===== config.mk =====
export PLATFORM = sky130hd
export DESIGN_NAME = looping_time_accumulator_unit_flat
export DESIGN_NICKNAME = d
export VERILOG_FILES = /design/src/rtl/ltacc_pkg.sv /design/src/rtl/ltacc_in_if.sv /design/src/rtl/ltacc_out_if.sv /design/src/rtl/looping_time_accumulator_unit.sv /design/src/rtl/ltacc_cfg.sv /design/src/rtl/ltacc_mul.sv /design/src/rtl/ltacc_div.sv /design/src/flat_wrapper.sv
export SDC_FILE = /design/constraint.sdc
export NUM_CORES = 1
export LEC_CHECK = 0
export ABC_AREA = 1
export BUFFER_PORTS_ARGS = -buffer_cell sky130_fd_sc_hd__buf_2
export CAP_MARGIN = 20
export CORE_ASPECT_RATIO = 0.9
export CORE_MARGIN = 4
export CORE_UTILIZATION = 30
export CTS_CLUSTER_SIZE = 8
export DETAILED_ROUTE_END_ITERATION = 16
export GPL_ROUTABILITY_DRIVEN = 0
export MAX_ROUTING_LAYER = met4
export SLEW_MARGIN = 20
export SYNTH_ARGS = -nofsm -noshare
export SYNTH_HDL_FRONTEND = slang
export SYNTH_SLANG_ARGS = --single-unit

===== constraint.sdc =====
create_clock -name clk_i -period 5.2 [get_ports clk_i]
set_clock_uncertainty 0.15 [all_clocks]
set_input_delay 0 -clock clk_i [delete_from_list [all_inputs] [get_ports clk_i]]
set_output_delay 0 -clock clk_i [all_outputs]
set_load 0.005 [all_outputs]

===== src/rtl/ltacc_pkg.sv =====
// ----------------------------------------------------------------------------
// Looping time accumulator package
// Widths, codes, register map and shared types of the playback clock.
// ----------------------------------------------------------------------------
package ltacc_pkg;

  localparam int FRAC_BITS  = 16;
  localparam int STAMP_BITS = 16;

  localparam int TIME_W   = 32;
  localparam int STEP_W   = 24;
  localparam int VEL_W    = 24;
  localparam int FSTAMP_W = 16;
  localparam int STAMP_W  = (STAMP_BITS < FSTAMP_W) ? STAMP_BITS : FSTAMP_W;

  // Product of the unsigned step and the signed velocity, and the floored shift.
  localparam int PROD_W    = STEP_W + VEL_W + 1;
  localparam int DELTA_W   = PROD_W - FRAC_BITS;
  localparam int NEXT_W    = ((TIME_W + 1 > DELTA_W) ? TIME_W + 1 : DELTA_W) + 1;
  localparam int NUM_W     = NEXT_W - 1;
  localparam int DIV_CNT_W = $clog2(NUM_W + 1);
  localparam int MUL_CNT_W = $clog2(STEP_W + 1);

  localparam int APB_DW = 32;
  localparam int APB_AW = 5;
  localparam int REG_IW = APB_AW - 2;

  typedef enum logic [1:0] {
    MODE_TICK  = 2'd0,
    MODE_START = 2'd1,
    MODE_STOP  = 2'd2,
    MODE_RESET = 2'd3
  } mode_e;

  typedef enum logic [REG_IW-1:0] {
    REG_DURATION   = 3'd0,
    REG_VELOCITY   = 3'd1,
    REG_LOOPED     = 3'd2,
    REG_NORMALIZED = 3'd3,
    REG_STOP_BEH   = 3'd4
  } reg_e;

  localparam logic [1:0] STOP_RESET  = 2'd1;
  localparam logic [1:0] STOP_FINISH = 2'd2;

  localparam logic [VEL_W-1:0]  VEL_ONE  = VEL_W'(1) << FRAC_BITS;
  localparam logic [TIME_W-1:0] EVAL_ONE = TIME_W'(1) << FRAC_BITS;

  typedef struct packed {
    logic [TIME_W-1:0]       duration;
    logic signed [VEL_W-1:0] velocity;
    logic                    looped;
    logic                    normalized;
    logic [1:0]              stop_beh;
  } cfg_t;

  typedef struct packed {
    logic                 start;
    logic [DIV_CNT_W-1:0] steps;
  } div_req_t;

endpackage


===== src/rtl/ltacc_in_if.sv =====
// ----------------------------------------------------------------------------
// Command channel interface
// Valid/ready channel carrying one command beat: mode, step and frame stamp.
// ----------------------------------------------------------------------------
interface ltacc_in_if import ltacc_pkg::*; ();

  logic                valid;
  logic                ready;
  logic [1:0]          mode;
  logic [STEP_W-1:0]   step;
  logic [FSTAMP_W-1:0] frame_stamp;

  modport source (output valid, output mode, output step, output frame_stamp, input ready);
  modport sink   (input valid, input mode, input step, input frame_stamp, output ready);

endinterface


===== src/rtl/ltacc_out_if.sv =====
// ----------------------------------------------------------------------------
// Result channel interface
// Valid/ready channel carrying one result beat: evaluated time, time, run flag.
// ----------------------------------------------------------------------------
interface ltacc_out_if import ltacc_pkg::*; ();

  logic              valid;
  logic              ready;
  logic [TIME_W-1:0] eval_value;
  logic [TIME_W-1:0] time_value;
  logic              running;

  modport source (output valid, output eval_value, output time_value, output running,
                  input ready);
  modport sink   (input valid, input eval_value, input time_value, input running,
                  output ready);

endinterface


===== src/rtl/looping_time_accumulator_unit.sv =====
// ----------------------------------------------------------------------------
// Looping time accumulator
// Animation playback clock in unsigned Q16.16 time with wrap or clamp at the
// clip ends and an optional normalized Q16.16 output from 0 to 1.0.
// ----------------------------------------------------------------------------
//  Channel  Direction  Beat contents
//  in_i     sink       mode, step, frame_stamp
//  out_o    source     eval_value, time_value, running
//  APB      slave      duration, velocity, looped, normalized, stop_behavior
//
// Start, stop, reset-time commands and ignored ticks go from idle straight to push.
// A tick that moves the clock runs the serial multiplier, then the divider for
// the wrap modulo when looping and the new time leaves the clip, then the same
// divider for the normalized fraction when that output is on.
// One command is in flight at a time; the result register holds a beat under
// stall while the next command is taken, and a finished result waits for it.
// Reset is asynchronous and needs no clearing pass.
module looping_time_accumulator_unit import ltacc_pkg::*; (
  input  logic              clk_i,
  input  logic              rst_ni,
  ltacc_in_if.sink          in_i,
  ltacc_out_if.source       out_o,
  input  logic              psel,
  input  logic              penable,
  input  logic              pwrite,
  input  logic [APB_AW-1:0] paddr,
  input  logic [APB_DW-1:0] pwdata,
  output logic [APB_DW-1:0] prdata,
  output logic              pready
);

  typedef enum logic [2:0] {
    S_IDLE,
    S_MUL,
    S_CHK,
    S_MOD,
    S_EVAL,
    S_DIV,
    S_PUSH
  } state_e;

  state_e state_q, state_d;

  logic [TIME_W-1:0]        play_q, play_d;
  logic [TIME_W-1:0]        eval_q, eval_d;
  logic [STAMP_W-1:0]       prev_q, prev_d;
  logic                     seen_q, seen_d;
  logic                     run_q, run_d;
  logic signed [NEXT_W-1:0] next_q, next_d;
  logic                     neg_q, neg_d;
  logic                     out_valid_q, out_valid_d;
  logic [TIME_W-1:0]        out_eval_q, out_eval_d;
  logic [TIME_W-1:0]        out_time_q, out_time_d;
  logic                     out_run_q, out_run_d;

  cfg_t                     cfg;
  logic                     mul_start;
  logic                     mul_done;
  logic signed [PROD_W-1:0] prod;
  logic signed [DELTA_W-1:0] delta;
  logic signed [NEXT_W-1:0] next_sum;
  logic signed [NEXT_W-1:0] next_neg;
  logic                     next_below;
  logic                     next_above;
  logic                     wrap_en;
  div_req_t                 div_req;
  logic [TIME_W-1:0]        div_rem_init;
  logic [NUM_W-1:0]         div_num;
  logic [TIME_W-1:0]        div_rem;
  logic [NUM_W-1:0]         div_quo;
  logic                     div_done;
  logic [STAMP_W-1:0]       stamp;
  mode_e                    mode;

  ltacc_cfg u_cfg (
    .clk_i   (clk_i),
    .rst_ni  (rst_ni),
    .psel    (psel),
    .penable (penable),
    .pwrite  (pwrite),
    .paddr   (paddr),
    .pwdata  (pwdata),
    .prdata  (prdata),
    .pready  (pready),
    .cfg_o   (cfg)
  );

  ltacc_mul u_mul (
    .clk_i   (clk_i),
    .rst_ni  (rst_ni),
    .start_i (mul_start),
    .step_i  (in_i.step),
    .vel_i   (cfg.velocity),
    .prod_o  (prod),
    .done_o  (mul_done)
  );

  ltacc_div u_div (
    .clk_i      (clk_i),
    .rst_ni     (rst_ni),
    .req_i      (div_req),
    .rem_init_i (div_rem_init),
    .num_i      (div_num),
    .dvs_i      (cfg.duration),
    .rem_o      (div_rem),
    .quo_o      (div_quo),
    .done_o     (div_done)
  );

  assign stamp = in_i.frame_stamp[STAMP_W-1:0];
  assign mode  = mode_e'(in_i.mode);

  // An arithmetic shift of the product floors toward minus infinity.
  assign delta    = prod[PROD_W-1:FRAC_BITS];
  assign next_sum = NEXT_W'({1'b0, play_q}) + NEXT_W'(delta);
  assign next_neg = -next_q;

  assign next_below = next_q[NEXT_W-1];
  assign next_above = !next_q[NEXT_W-1] &&
                      (next_q[NEXT_W-2:0] > (NEXT_W-1)'(cfg.duration));
  assign wrap_en    = cfg.looped && (cfg.duration != '0);

  assign in_i.ready       = (state_q == S_IDLE);
  assign out_o.valid      = out_valid_q;
  assign out_o.eval_value = out_eval_q;
  assign out_o.time_value = out_time_q;
  assign out_o.running    = out_run_q;

  always_comb begin
    state_d      = state_q;
    play_d       = play_q;
    eval_d       = eval_q;
    prev_d       = prev_q;
    seen_d       = seen_q;
    run_d        = run_q;
    next_d       = next_q;
    neg_d        = neg_q;
    out_valid_d  = out_valid_q;
    out_eval_d   = out_eval_q;
    out_time_d   = out_time_q;
    out_run_d    = out_run_q;
    mul_start    = 1'b0;
    div_req      = '0;
    div_rem_init = '0;
    div_num      = '0;

    if (out_valid_q && out_o.ready) begin
      out_valid_d = 1'b0;
    end

    unique case (state_q)
      S_IDLE: begin
        if (in_i.valid) begin
          state_d = S_PUSH;
          unique case (mode)
            MODE_TICK: begin
              if (run_q && !(seen_q && (prev_q == stamp)) && (cfg.velocity != '0)) begin
                prev_d    = stamp;
                seen_d    = 1'b1;
                mul_start = 1'b1;
                state_d   = S_MUL;
              end
            end
            MODE_START: run_d = 1'b1;
            MODE_STOP: begin
              if (run_q) begin
                run_d = 1'b0;
                if (cfg.stop_beh == STOP_RESET) begin
                  play_d = '0;
                  eval_d = '0;
                end else if (cfg.stop_beh == STOP_FINISH) begin
                  play_d = cfg.duration;
                  eval_d = cfg.normalized ? EVAL_ONE : cfg.duration;
                end
              end
            end
            MODE_RESET: begin
              play_d = '0;
              eval_d = '0;
            end
            default: ;
          endcase
        end
      end
      S_MUL: begin
        if (mul_done) begin
          next_d  = next_sum;
          state_d = S_CHK;
        end
      end
      S_CHK: begin
        state_d = S_EVAL;
        if (next_below || next_above) begin
          if (wrap_en) begin
            neg_d         = next_below;
            div_req.start = 1'b1;
            div_req.steps = DIV_CNT_W'(NUM_W);
            div_num       = next_below ? next_neg[NUM_W-1:0] : next_q[NUM_W-1:0];
            state_d       = S_MOD;
          end else begin
            play_d = next_below ? '0 : cfg.duration;
          end
        end else begin
          play_d = next_q[TIME_W-1:0];
        end
      end
      S_MOD: begin
        if (div_done) begin
          play_d  = neg_q ? (cfg.duration - div_rem) : div_rem;
          state_d = S_EVAL;
        end
      end
      S_EVAL: begin
        state_d = S_PUSH;
        if (cfg.normalized) begin
          if (cfg.duration != '0) begin
            // The time is at most the duration, so the quotient fits in one
            // bit above the fraction and the upper dividend bits seed the
            // remainder directly.
            div_req.start = 1'b1;
            div_req.steps = DIV_CNT_W'(FRAC_BITS + 1);
            div_rem_init  = {1'b0, play_q[TIME_W-1:1]};
            div_num       = {play_q[0], {(NUM_W-1){1'b0}}};
            state_d       = S_DIV;
          end else begin
            eval_d = '0;
          end
        end else begin
          eval_d = play_q;
        end
      end
      S_DIV: begin
        if (div_done) begin
          eval_d  = div_quo[TIME_W-1:0];
          state_d = S_PUSH;
        end
      end
      S_PUSH: begin
        if (!out_valid_q || out_o.ready) begin
          out_valid_d = 1'b1;
          out_eval_d  = eval_q;
          out_time_d  = play_q;
          out_run_d   = run_q;
          state_d     = S_IDLE;
        end
      end
      default: state_d = S_IDLE;
    endcase
  end

  always_ff @(posedge clk_i or negedge rst_ni) begin
    if (!rst_ni) begin
      state_q     <= S_IDLE;
      play_q      <= '0;
      eval_q      <= '0;
      prev_q      <= '0;
      seen_q      <= 1'b0;
      run_q       <= 1'b0;
      next_q      <= '0;
      neg_q       <= 1'b0;
      out_valid_q <= 1'b0;
      out_eval_q  <= '0;
      out_time_q  <= '0;
      out_run_q   <= 1'b0;
    end else begin
      state_q     <= state_d;
      play_q      <= play_d;
      eval_q      <= eval_d;
      prev_q      <= prev_d;
      seen_q      <= seen_d;
      run_q       <= run_d;
      next_q      <= next_d;
      neg_q       <= neg_d;
      out_valid_q <= out_valid_d;
      out_eval_q  <= out_eval_d;
      out_time_q  <= out_time_d;
      out_run_q   <= out_run_d;
    end
  end

endmodule


===== src/rtl/ltacc_cfg.sv =====
// ----------------------------------------------------------------------------
// Configuration registers
// APB-style register file for duration, velocity, loop, normalize and stop rule.
// ----------------------------------------------------------------------------
module ltacc_cfg import ltacc_pkg::*; (
  input  logic              clk_i,
  input  logic              rst_ni,
  input  logic              psel,
  input  logic              penable,
  input  logic              pwrite,
  input  logic [APB_AW-1:0] paddr,
  input  logic [APB_DW-1:0] pwdata,
  output logic [APB_DW-1:0] prdata,
  output logic              pready,
  output cfg_t              cfg_o
);

  cfg_t cfg_q;
  reg_e reg_idx;
  logic wr_en;

  assign reg_idx = reg_e'(paddr[APB_AW-1:2]);
  assign wr_en   = psel && penable && pwrite;
  assign pready  = 1'b1;
  assign cfg_o   = cfg_q;

  always_ff @(posedge clk_i or negedge rst_ni) begin
    if (!rst_ni) begin
      cfg_q.duration   <= '0;
      cfg_q.velocity   <= VEL_ONE;
      cfg_q.looped     <= 1'b1;
      cfg_q.normalized <= 1'b0;
      cfg_q.stop_beh   <= '0;
    end else if (wr_en) begin
      unique case (reg_idx)
        REG_DURATION:   cfg_q.duration   <= pwdata[TIME_W-1:0];
        REG_VELOCITY:   cfg_q.velocity   <= pwdata[VEL_W-1:0];
        REG_LOOPED:     cfg_q.looped     <= pwdata[0];
        REG_NORMALIZED: cfg_q.normalized <= pwdata[0];
        REG_STOP_BEH:   cfg_q.stop_beh   <= pwdata[1:0];
        default: ;
      endcase
    end
  end

  always_comb begin
    prdata = '0;
    unique case (reg_idx)
      REG_DURATION:   prdata = APB_DW'(cfg_q.duration);
      REG_VELOCITY:   prdata = APB_DW'(unsigned'(cfg_q.velocity));
      REG_LOOPED:     prdata = APB_DW'(cfg_q.looped);
      REG_NORMALIZED: prdata = APB_DW'(cfg_q.normalized);
      REG_STOP_BEH:   prdata = APB_DW'(cfg_q.stop_beh);
      default:        prdata = '0;
    endcase
  end

endmodule


===== src/rtl/ltacc_mul.sv =====
// ----------------------------------------------------------------------------
// Serial step multiplier
// Shift-add multiply of the unsigned step by the signed velocity, one step bit
// per cycle.
// ----------------------------------------------------------------------------
module ltacc_mul import ltacc_pkg::*; (
  input  logic                     clk_i,
  input  logic                     rst_ni,
  input  logic                     start_i,
  input  logic [STEP_W-1:0]        step_i,
  input  logic signed [VEL_W-1:0]  vel_i,
  output logic signed [PROD_W-1:0] prod_o,
  output logic                     done_o
);

  logic signed [VEL_W:0]  hi_q, hi_d;
  logic [STEP_W-1:0]      lo_q, lo_d;
  logic [MUL_CNT_W-1:0]   cnt_q, cnt_d;
  logic                   busy_q, busy_d;
  logic                   done_q, done_d;
  logic signed [VEL_W:0]  addend;
  logic signed [VEL_W:0]  sum;

  // The running partial product never exceeds the velocity in magnitude, so
  // one guard bit over the velocity holds the sum.
  assign addend = lo_q[0] ? {vel_i[VEL_W-1], vel_i} : '0;
  assign sum    = hi_q + addend;

  always_comb begin
    hi_d   = hi_q;
    lo_d   = lo_q;
    cnt_d  = cnt_q;
    busy_d = busy_q;
    done_d = 1'b0;
    if (start_i) begin
      hi_d   = '0;
      lo_d   = step_i;
      cnt_d  = MUL_CNT_W'(STEP_W);
      busy_d = 1'b1;
    end else if (busy_q) begin
      hi_d  = {sum[VEL_W], sum[VEL_W:1]};
      lo_d  = {sum[0], lo_q[STEP_W-1:1]};
      cnt_d = cnt_q - 1'b1;
      if (cnt_q == MUL_CNT_W'(1)) begin
        busy_d = 1'b0;
        done_d = 1'b1;
      end
    end
  end

  always_ff @(posedge clk_i or negedge rst_ni) begin
    if (!rst_ni) begin
      cnt_q  <= '0;
      busy_q <= 1'b0;
      done_q <= 1'b0;
    end else begin
      cnt_q  <= cnt_d;
      busy_q <= busy_d;
      done_q <= done_d;
    end
  end

  always_ff @(posedge clk_i) begin
    hi_q <= hi_d;
    lo_q <= lo_d;
  end

  assign prod_o = {hi_q, lo_q};
  assign done_o = done_q;

endmodule


===== src/rtl/ltacc_div.sv =====
// ----------------------------------------------------------------------------
// Serial divider
// Restoring division by the duration, one numerator bit per cycle; serves both
// the wrap modulo and the normalized fraction.
// ----------------------------------------------------------------------------
module ltacc_div import ltacc_pkg::*; (
  input  logic              clk_i,
  input  logic              rst_ni,
  input  div_req_t          req_i,
  input  logic [TIME_W-1:0] rem_init_i,
  input  logic [NUM_W-1:0]  num_i,
  input  logic [TIME_W-1:0] dvs_i,
  output logic [TIME_W-1:0] rem_o,
  output logic [NUM_W-1:0]  quo_o,
  output logic              done_o
);

  logic [TIME_W-1:0]    rem_q, rem_d;
  logic [NUM_W-1:0]     num_q, num_d;
  logic [DIV_CNT_W-1:0] cnt_q, cnt_d;
  logic                 busy_q, busy_d;
  logic                 done_q, done_d;
  logic [TIME_W:0]      trial;
  logic [TIME_W:0]      diff;
  logic                 fits;

  // The numerator shifts out at the top while quotient bits fill in below.
  assign trial = {rem_q, num_q[NUM_W-1]};
  assign fits  = (trial >= {1'b0, dvs_i});
  assign diff  = trial - {1'b0, dvs_i};

  always_comb begin
    rem_d  = rem_q;
    num_d  = num_q;
    cnt_d  = cnt_q;
    busy_d = busy_q;
    done_d = 1'b0;
    if (req_i.start) begin
      rem_d  = rem_init_i;
      num_d  = num_i;
      cnt_d  = req_i.steps;
      busy_d = 1'b1;
    end else if (busy_q) begin
      rem_d = fits ? diff[TIME_W-1:0] : trial[TIME_W-1:0];
      num_d = {num_q[NUM_W-2:0], fits};
      cnt_d = cnt_q - 1'b1;
      if (cnt_q == DIV_CNT_W'(1)) begin
        busy_d = 1'b0;
        done_d = 1'b1;
      end
    end
  end

  always_ff @(posedge clk_i or negedge rst_ni) begin
    if (!rst_ni) begin
      cnt_q  <= '0;
      busy_q <= 1'b0;
      done_q <= 1'b0;
    end else begin
      cnt_q  <= cnt_d;
      busy_q <= busy_d;
      done_q <= done_d;
    end
  end

  always_ff @(posedge clk_i) begin
    rem_q <= rem_d;
    num_q <= num_d;
  end

  assign rem_o  = rem_q;
  assign quo_o  = num_q;
  assign done_o = done_q;

endmodule


===== src/flat_wrapper.sv =====
// flat-port wrapper written by rule: the top's interface ports become plain ports
module looping_time_accumulator_unit_flat import ltacc_pkg::*;
  (clk_i, rst_ni, psel, penable, pwrite, paddr, pwdata, prdata, pready, in_i_valid, in_i_mode, in_i_step, in_i_frame_stamp, in_i_ready, out_o_valid, out_o_eval_value, out_o_time_value, out_o_running, out_o_ready);
  ltacc_in_if in_i_i ();
  ltacc_out_if out_o_i ();
  input  logic clk_i;
  input  logic rst_ni;
  input  logic psel;
  input  logic penable;
  input  logic pwrite;
  input  logic [APB_AW-1:0] paddr;
  input  logic [APB_DW-1:0] pwdata;
  output logic [APB_DW-1:0] prdata;
  output logic pready;
  input wire logic [$bits(in_i_i.valid)-1:0] in_i_valid;
  input wire logic [$bits(in_i_i.mode)-1:0] in_i_mode;
  input wire logic [$bits(in_i_i.step)-1:0] in_i_step;
  input wire logic [$bits(in_i_i.frame_stamp)-1:0] in_i_frame_stamp;
  output wire logic [$bits(in_i_i.ready)-1:0] in_i_ready;
  output wire logic [$bits(out_o_i.valid)-1:0] out_o_valid;
  output wire logic [$bits(out_o_i.eval_value)-1:0] out_o_eval_value;
  output wire logic [$bits(out_o_i.time_value)-1:0] out_o_time_value;
  output wire logic [$bits(out_o_i.running)-1:0] out_o_running;
  input wire logic [$bits(out_o_i.ready)-1:0] out_o_ready;
  assign in_i_i.valid = in_i_valid;
  assign in_i_i.mode = in_i_mode;
  assign in_i_i.step = in_i_step;
  assign in_i_i.frame_stamp = in_i_frame_stamp;
  assign in_i_ready = in_i_i.ready;
  assign out_o_valid = out_o_i.valid;
  assign out_o_eval_value = out_o_i.eval_value;
  assign out_o_time_value = out_o_i.time_value;
  assign out_o_running = out_o_i.running;
  assign out_o_i.ready = out_o_ready;
  looping_time_accumulator_unit u_core (.clk_i(clk_i), .rst_ni(rst_ni), .in_i(in_i_i), .out_o(out_o_i), .psel(psel), .penable(penable), .pwrite(pwrite), .paddr(paddr), .pwdata(pwdata), .prdata(prdata), .pready(pready));
endmodule

==> qor.json, run 1 <==
{
  "async_set_reset_flop_share_out_of_synthesis_pct": 69.8,
  "period_needed_ns": 4.20,
  "grt_antenna_before_repair": 7,
  "placement.setup.worst_slack_ns": 1.23,
  "routed_via_density": 5.29,
  "die_height_um": 291,
  "final_layout_size_suffix_gt1_share_pct": 8.56,
  "ys_warn_count": 0,
  "worst_setup_path_end_kind": "register",
  "worstPathMaxFanout": 39,
  "fill_cells": 9269,
  "final.setup.worst_slack_ns": 0.999,
  "layout.nets": 4344,
  "detail-route-antenna-nets": 0,
  "synth_edf_count": 89,
  "count_of_cells_along_the_worst_register_to_register_path": 14,
  "ys_seq_elements": 374,
  "route.detailed.drc": 0,
  "clk_transition_reported_paths_ns": 0.05,
  "postRouteWirelength_mm": 111,
  "rsz0062_at_grt": "false",
  "run_status": "finished clean",
  "dp_cells": 5063,
  "seq_area_frac_synth_pct": 36.3,
  "synthDistinctLibCells": 55,
  "num_vias": 27981,
  "static_leakage_nw": 15.5,
  "yosysTopAreaCell": "dfrtp_1",
  "power-per-cell-area_nw_per_um2": 658,
  "place_hpwl_mm": 84.3,
  "cp.arrival_ns": 4.34,
  "maxClockFrequency_ghz": 0.238,
  "cts_buffers": 53,
  "maxcap_violations": 0,
  "layout.core_utilization_pct": 36.3,
  "dr.pass1.iters": 6,
  "design.die.area_um2": 93900,
  "maximum_number_of_pins_on_one_net_before_global_route_repair": 123,
  "syn_area_um2": 26700,
  "syn_avg_cell_area_um2": 7.03,
  "cts_sinks": 374,
  "number_of_buffers_inserted_to_repair_setup_after_cts": 0,
  "syn_nets": 4052,
  "period_share_pct": 80.8,
  "finish.cell_count_without_fillers": 5291,
  "timing.hold.ws_ns": 0.0313,
  "maxSlewHeadroom_pct": 30.0,
  "power.ir.vdd_worst_mv": 0.285,
  "holdPathStages": 4,
  "detailedRoute.firstIterationViolations": 3371,
  "global_route.overflow_total": 0,
  "startpoint_type": "register",
  "std_cell_rows": 103,
  "postCtsResizedCells": 0,
  "cts_buffer_depth": 3,
  "timing.setup.tns_ns": 0,
  "input_output_buffers": 182,
  "post_cts_hold_buffer_count": 131,
  "finalSetupViolations": 0,
  "floorplan.die.width_um": 323,
  "slew_at_the_pin_with_the_worst_max_slew_slack_ns": 1.04,
  "synth_top_area_share_pct": 24.3,
  "grt_pass1_wl_mm": 164,
  "ys.flop_type": "dfrtp_1",
  "final_hold_viol_count": 0,
  "fp.coreArea_um2": 88000,
  "data_required_time_of_the_worst_path_ns": 5.34,
  "initial_core_util_pct": 30.3,
  "global_route_total_usage_across_every_layer_pct": 23.7,
  "root_buffer": "clkbuf_16",
  "clock_latency_ns": 0.64,
  "routed_wire_length_per_instance_um": 21.0,
  "tritoncts": "built",
  "areaGrowthSynthToFinish_pct": 19.5,
  "vias_in_the_first_global_route": 26340,
  "syn_inst": 3802,
  "timing.setup.critical_path_class": "reg -> reg",
  "ctsHtreeMaxLevel": 2,
  "slew_viols_final": 0,
  "synth_area_leaders": "dfrtp_1, nand2_1, edfxtp_1",
  "pin_count": 186,
  "worst_hold_path_type": "in -> reg"
}
## where the power goes
group          leakage [nW]  total (mW)  internal, mW  switching, mW
logic                  10.5        12.3          4.02           8.25
clock network         0.736        3.31          1.92           1.39
registers              4.28        5.42          4.32           1.10
total                  15.5        21.0          10.3           10.7
## area by class of cell
| class | count | area [um2] | area share [%] |
|---|---|---|---|
| sequential | 374 | 9690 | 30.3 |
| clock buffer | 84 | 1470 | 4.61 |
| inverter | 515 | 1930 | 6.05 |
| multi-input combinational | 2782 | 14600 | 45.8 |
| timing repair buffer | 368 | 2690 | 8.42 |
| antenna | 10 | 25.0 | 0.0784 |
| clock inverter | 3 | 66.3 | 0.208 |
| tap | 1155 | 1450 | 4.53 |
## cell families after synthesis
logic type      after synthesis  synth area share [%]
compound gates              776                  16.4
fa+ha+maj                   164                  7.79
mux                           5                 0.211
buf+inv                     646                  9.29
flops                       374                  36.3
other cells                   1                0.0140
simple gates               1738                  26.9
xor+xnor                     98                  3.21
## placed cells by master, fill, tap and decap left out, types with 75 or more instances in the layout
cell type / n
a21oi_1: 189
buf_2: 181
dfrtp_1: 259
dlygate4sd3_1: 130
edfxtp_1: 89
ha_1: 160
inv_1: 503
nand2_1: 1079
nand3_1: 252
nor2_1: 264
o21ai_0: 356
o22ai_1: 75
## metal layers
layer	GRT usage [%]	part of all wire (%)	vias to the layer above	routed length (um)
met5	-	0	-	0
met4	12.8	6.4	0	7090
met3	4.97	10	342	11300
met2	35.2	43	1467	47600
met1	30.1	41	12984	45100
li1	-	-	13188	-
## final timing paths
path | start | to | slack [ns]
min in group asynchronous | rst_ni | u_core.prev_q[14]$_DFFE_PN0P_ | 0.39
max in group asynchronous | rst_ni | u_core.play_q[28]$_DFFE_PN0P_ | 3.80
worst max-delay path | u_core.u_cfg.cfg_o[44]$_DFFE_PN0P_ | u_core.u_div.rem_o[8]$_DFFE_PP_ | 1.0
worst max register to register | u_core.u_cfg.cfg_o[44]$_DFFE_PN0P_ | u_core.u_div.rem_o[8]$_DFFE_PP_ | 1.0
worst min register to register | u_core.seen_q$_DFFE_PN0P_ | u_core.seen_q$_DFFE_PN0P_ | 0.31
worst min-delay path | pwdata[24] | u_core.u_cfg.cfg_o[52]$_DFFE_PN0P_ | 0.03
## registers in the layout (all words and copies together), names as in the netlist, 3 cells and up
| signal | cells |
|---|---|
| u_core.next_q | 34 |
| u_core.u_mul.cnt_q | 5 |
| u_core.play_q | 32 |
| u_core.eval_q | 32 |
| u_core.u_cfg.cfg_o | 60 |
| u_core.u_mul.lo_q | 24 |
| u_core.prev_q | 16 |
| u_core.out_o.eval_value | 32 |
| u_core.u_div.quo_o | 33 |
| u_core.u_mul.hi_q | 24 |
| u_core.u_div.cnt_q | 6 |
| u_core.u_div.rem_o | 32 |
| u_core.state_q | 3 |
| u_core.out_o.time_value | 32 |
## metrics by stage
step	instance area, um2	power [mW]
after floorplan	26700	13.3
after global placement	29000	17.1
after detailed placement	29000	17.2
after CTS	31900	20.7
after global routing	31900	22.5
final	31900	21.0
## synth_stat cells, types with 32 or more instances
library cell  instances
a21oi_1             190
a31oi_1              32
clkbuf_1             92
dfrtp_1             259
edfxtp_1             89
ha_1                160
inv_1               503
nand2_1            1079
nand3_1             253
nand4_1              36
nor2_1              269
nor3_1               39
o21ai_0             356
o22ai_1              75
xnor2_1              33
xor2_1               65
## worst max-delay path, cell delays in order, from the launching register on
cell     delay, ns
dfrtp_1       0.45
inv_1         0.30
ha_1          0.44
nand2_1       0.08
nor3_1        0.43
nand2_1       0.11
nand2_1       0.11
nand2_1       0.06
nand3_1       0.07
buf_4         0.26
nand2_2       0.09
nand2_1       0.09
nand3_2       0.35
nand3_4       0.51
buf_12        0.31
(Power assumes the default switching activity.)
==> inputs of run 2 (changes only) <==
==> constraint.sdc (replaced) <==
create_clock -name clk_i -period 4.1 [get_ports clk_i]
set_clock_uncertainty 0.15 [all_clocks]
set_input_delay 0 -clock clk_i [delete_from_list [all_inputs] [get_ports clk_i]]
set_output_delay 0 -clock clk_i [all_outputs]
set_load 0.005 [all_outputs]
==> qor.json, run 2 (synthesis results as in run 1) <==
{
  "run_status": "finished clean",
  "worst_path_largest_cell_delay": {"value": 0.54, "unit": "ns", "change": "+0.03 ns"},
  "cp.arrival": {"value": 3.90, "unit": "ns", "change": "-0.44 ns"},
  "cts_buffers": {"value": 53, "change": "unchanged"},
  "cpMaxStageDelayCell": "dfrtp_1",
  "largest_reg_flops": {"value": 60, "change": "unchanged"},
  "power-per-cell-area": {"value": 837, "unit": "nW/um2", "change": "+27%"},
  "initial_core_util": {"value": 30.3, "unit": "%", "change": "unchanged"},
  "global_route_total_usage_across_every_layer": {"value": 23.6, "unit": "%", "change": "-0.12 points"},
  "cell_family_with_the_largest_share_of_critical_path_delay": "simple AND/OR/NAND/NOR gates",
  "cts_buffer_depth": {"value": 3, "change": "unchanged"},
  "global_route.overflow_total": {"value": 0, "change": "unchanged"},
  "power.ir.vdd_worst": {"value": 0.485, "unit": "mV", "change": "+70%"},
  "slew_at_the_pin_with_the_worst_max_slew_slack": {"value": 0.922, "unit": "ns", "change": "-0.122 ns"},
  "startpoint_type": "register",
  "fill_cells": {"value": 9276, "change": "+0.076%"},
  "multi_input_area": {"value": 14600, "unit": "um2", "change": "-0.10%"},
  "floorplan.die.width": {"value": 323, "unit": "um", "change": "unchanged"},
  "worstPathMaxFanout": {"value": 48, "change": "+23%"},
  "design.die.area": {"value": 93900, "unit": "um2", "change": "unchanged"},
  "clk_transition_reported_paths": {"value": 0.05, "unit": "ns", "change": "about the same"},
  "layout.nets": {"value": 4356, "change": "+0.28%"},
  "maximum_number_of_pins_on_one_net_before_global_route_repair": {"value": 103, "change": "-16%"},
  "detailedRoute.firstIterationViolations": {"value": 3643, "change": "+8.1%"},
  "final.setup.worst_slack": {"value": 0.411, "unit": "ns", "change": "-0.589 ns"},
  "dp_cells": {"value": 5081, "change": "+0.36%"},
  "maxClockFrequency": {"value": 0.271, "unit": "GHz", "change": "+14%"},
  "top_library_cells_by_usage_in_the_layout_fill_and_taps_aside": "nand2_1, inv_1, o21ai_0, nor2_1, dfrtp_1",
  "grt_antenna_before_repair": {"value": 8, "change": "+1"},
  "place_hpwl": {"value": 85.5, "unit": "mm", "change": "+1.5%"},
  "root_buffer": "clkbuf_16",
  "placement.setup.worst_slack": {"value": 0.595, "unit": "ns", "change": "-0.638 ns"},
  "final_hold_viol_count": {"value": 0, "change": "unchanged"},
  "input_output_buffers": {"value": 182, "change": "unchanged"},
  "num_vias": {"value": 27952, "change": "-0.10%"},
  "rsz0062_at_grt": "false",
  "finish.cell_count_without_fillers": {"value": 5304, "change": "+0.25%"},
  "worst_hold_path_type": "in -> reg",
  "data_required_time_of_the_worst_path": {"value": 4.31, "unit": "ns", "change": "-1.03 ns"},
  "maxSlewHeadroom": {"value": 38.5, "unit": "%", "change": "+8.5 points"},
  "vias_in_the_first_global_route": {"value": 25977, "change": "-1.4%"},
  "mostFrequentLayoutCell": "nand2_1",
  "period_needed": {"value": 3.69, "unit": "ns", "change": "-0.511 ns"},
  "slew_viols_final": {"value": 0, "change": "unchanged"},
  "clock_latency": {"value": 0.63, "unit": "ns", "change": "about the same"},
  "pin_count": {"value": 186, "change": "unchanged"},
  "cts_sinks": {"value": 374, "change": "unchanged"},
  "areaGrowthSynthToFinish_pct": 19.9,
  "detail-route-antenna-nets": {"value": 0, "change": "unchanged"},
  "postRouteWirelength": {"value": 110, "unit": "mm", "change": "-0.69%"},
  "p_total": {"value": 26.8, "unit": "mW", "change": "+28%"},
  "dr.pass1.iters": {"value": 6, "change": "unchanged"},
  "final_layout_size_suffix_gt1_share": {"value": 8.94, "unit": "%", "change": "+0.38 points"},
  "static_leakage": {"value": 15.6, "unit": "nW", "change": "+0.46%"},
  "path_buf_inv": {"value": 2, "change": "-1"},
  "die_height": {"value": 291, "unit": "um", "change": "unchanged"},
  "fp.coreArea": {"value": 88000, "unit": "um2", "change": "unchanged"},
  "cp_common_cell": "nand2_1",
  "route.detailed.drc": {"value": 0, "change": "unchanged"},
  "grt_pass1_wl": {"value": 164, "unit": "mm", "change": "-0.30%"},
  "worst_setup_path_end_kind": "register",
  "period_share": {"value": 90.0, "unit": "%", "change": "+9.2 points"},
  "timing.setup.critical_path_class": "reg -> reg",
  "std_cell_rows": {"value": 103, "change": "unchanged"},
  "tritoncts": "built",
  "routed_via_density": {"value": 5.27, "change": "-0.35%"},
  "ctsHtreeMaxLevel": {"value": 2, "change": "unchanged"},
  "finalSetupViolations": {"value": 0, "change": "unchanged"},
  "maxcap_violations": {"value": 0, "change": "unchanged"},
  "crit_path_cell_trace": "inv_1 -> ha_1 -> nand2_1 -> nand3_1 -> nand2_1 -> nand2_1 -> nand2_1 -> nand2_1 -> nand2_1 -> nand3_1 -> a21oi_4 -> buf_4 -> o21ai_0 -> nand2_1 -> o21ai_0",
  "seq_area": {"value": 9690, "unit": "um2", "change": "unchanged"},
  "routed_wire_length_per_instance": {"value": 20.8, "unit": "um", "change": "-0.94%"},
  "timing.setup.tns": {"value": 0, "unit": "ns", "change": "unchanged"}
}
run 2: cell types whose count changed in the layout (fill, tap and decap cells not counted), moves of 2 or more:
cell / change
buf_4: +16
dlygate4sd3_1: -6
clkbuf_1: +3
buf_12: +2
diode_2: -2
run 2: power breakdown:
group | switching (mW) | leakage [nW] | internal [mW] | total, mW
sequential | 1.40 | 4.28 | 5.47 | 6.87
clock | 1.78 | 0.740 | 2.48 | 4.26
combinational | 10.5 | 10.6 | 5.20 | 15.7
total | 13.6 | 15.6 | 13.1 | 26.8
run 2: what timing repair did:
item	in CTS	in global routing
resized for setup	0	0
buffers inserted	0	0
endpoints found under the hold margin	373	0
hold buffers	125	0
run 2: worst min-delay path: cells and delay by family:
family | cells | cell delay, ns
and+or+nand+nor | 1 | 0.05
buffers and inverters | 2 | 0.64
AOI/OAI and AO/OA | 1 | 0.07
run 2: layout make-up:
cell class                 count  area share, %
clock inverter                 2          0.113
antenna                        8         0.0625
clock buffer                  88           4.71
sequential                   374           30.3
tap                         1155           4.51
inverter                     515           6.04
multi-input combinational   2782           45.6
timing repair buffer         380           8.71
run 2: stage by stage:
| stage | instance area [um2] | hold WS, ns | util, % |
|---|---|---|---|
| CTS | 32000 | 0.00181 | 36.4 |
| finish | 32000 | 0.0343 | 36.4 |
| global placement | 29200 | -0.0973 | 33.2 |
| global route | 32000 | 0.0494 | 36.4 |
| detailed placement | 29200 | -0.0991 | 33.2 |
| floorplan | 26700 | -0.446 | - |
run 2: layer usage:
metal | share of wire [%] | up-vias | wire [um] | global-route usage [%]
met4 | 5.7 | 0 | 6250 | 11.3
met2 | 43 | 1489 | 47100 | 34.7
met1 | 42 | 12978 | 45900 | 30.5
met3 | 10 | 274 | 11100 | 5.34
li1 | - | 13211 | - | -
met5 | 0 | - | 0 | -
run 2: path summary, 6_finish.rpt:
kind                       slack (ns)                                      to                                from  depth (start not counted)
max                              0.41         u_core.u_div.rem_o[2]$_DFFE_PP_  u_core.u_cfg.cfg_o[30]$_DFFE_PN0P_                         15
min                              0.03      u_core.u_cfg.cfg_o[18]$_DFFE_PN0P_                          pwdata[14]                          4
max reg2reg                      0.41         u_core.u_div.rem_o[2]$_DFFE_PP_  u_core.u_cfg.cfg_o[30]$_DFFE_PN0P_                         15
min reg2reg                      0.31               u_core.seen_q$_DFFE_PN0P_           u_core.seen_q$_DFFE_PN0P_                          2
max in group asynchronous        2.81  u_core.out_o.eval_value[0]$_DFFE_PN0P_                              rst_ni                          4
min in group asynchronous        0.42            u_core.prev_q[6]$_DFFE_PN0P_                              rst_ni                          4
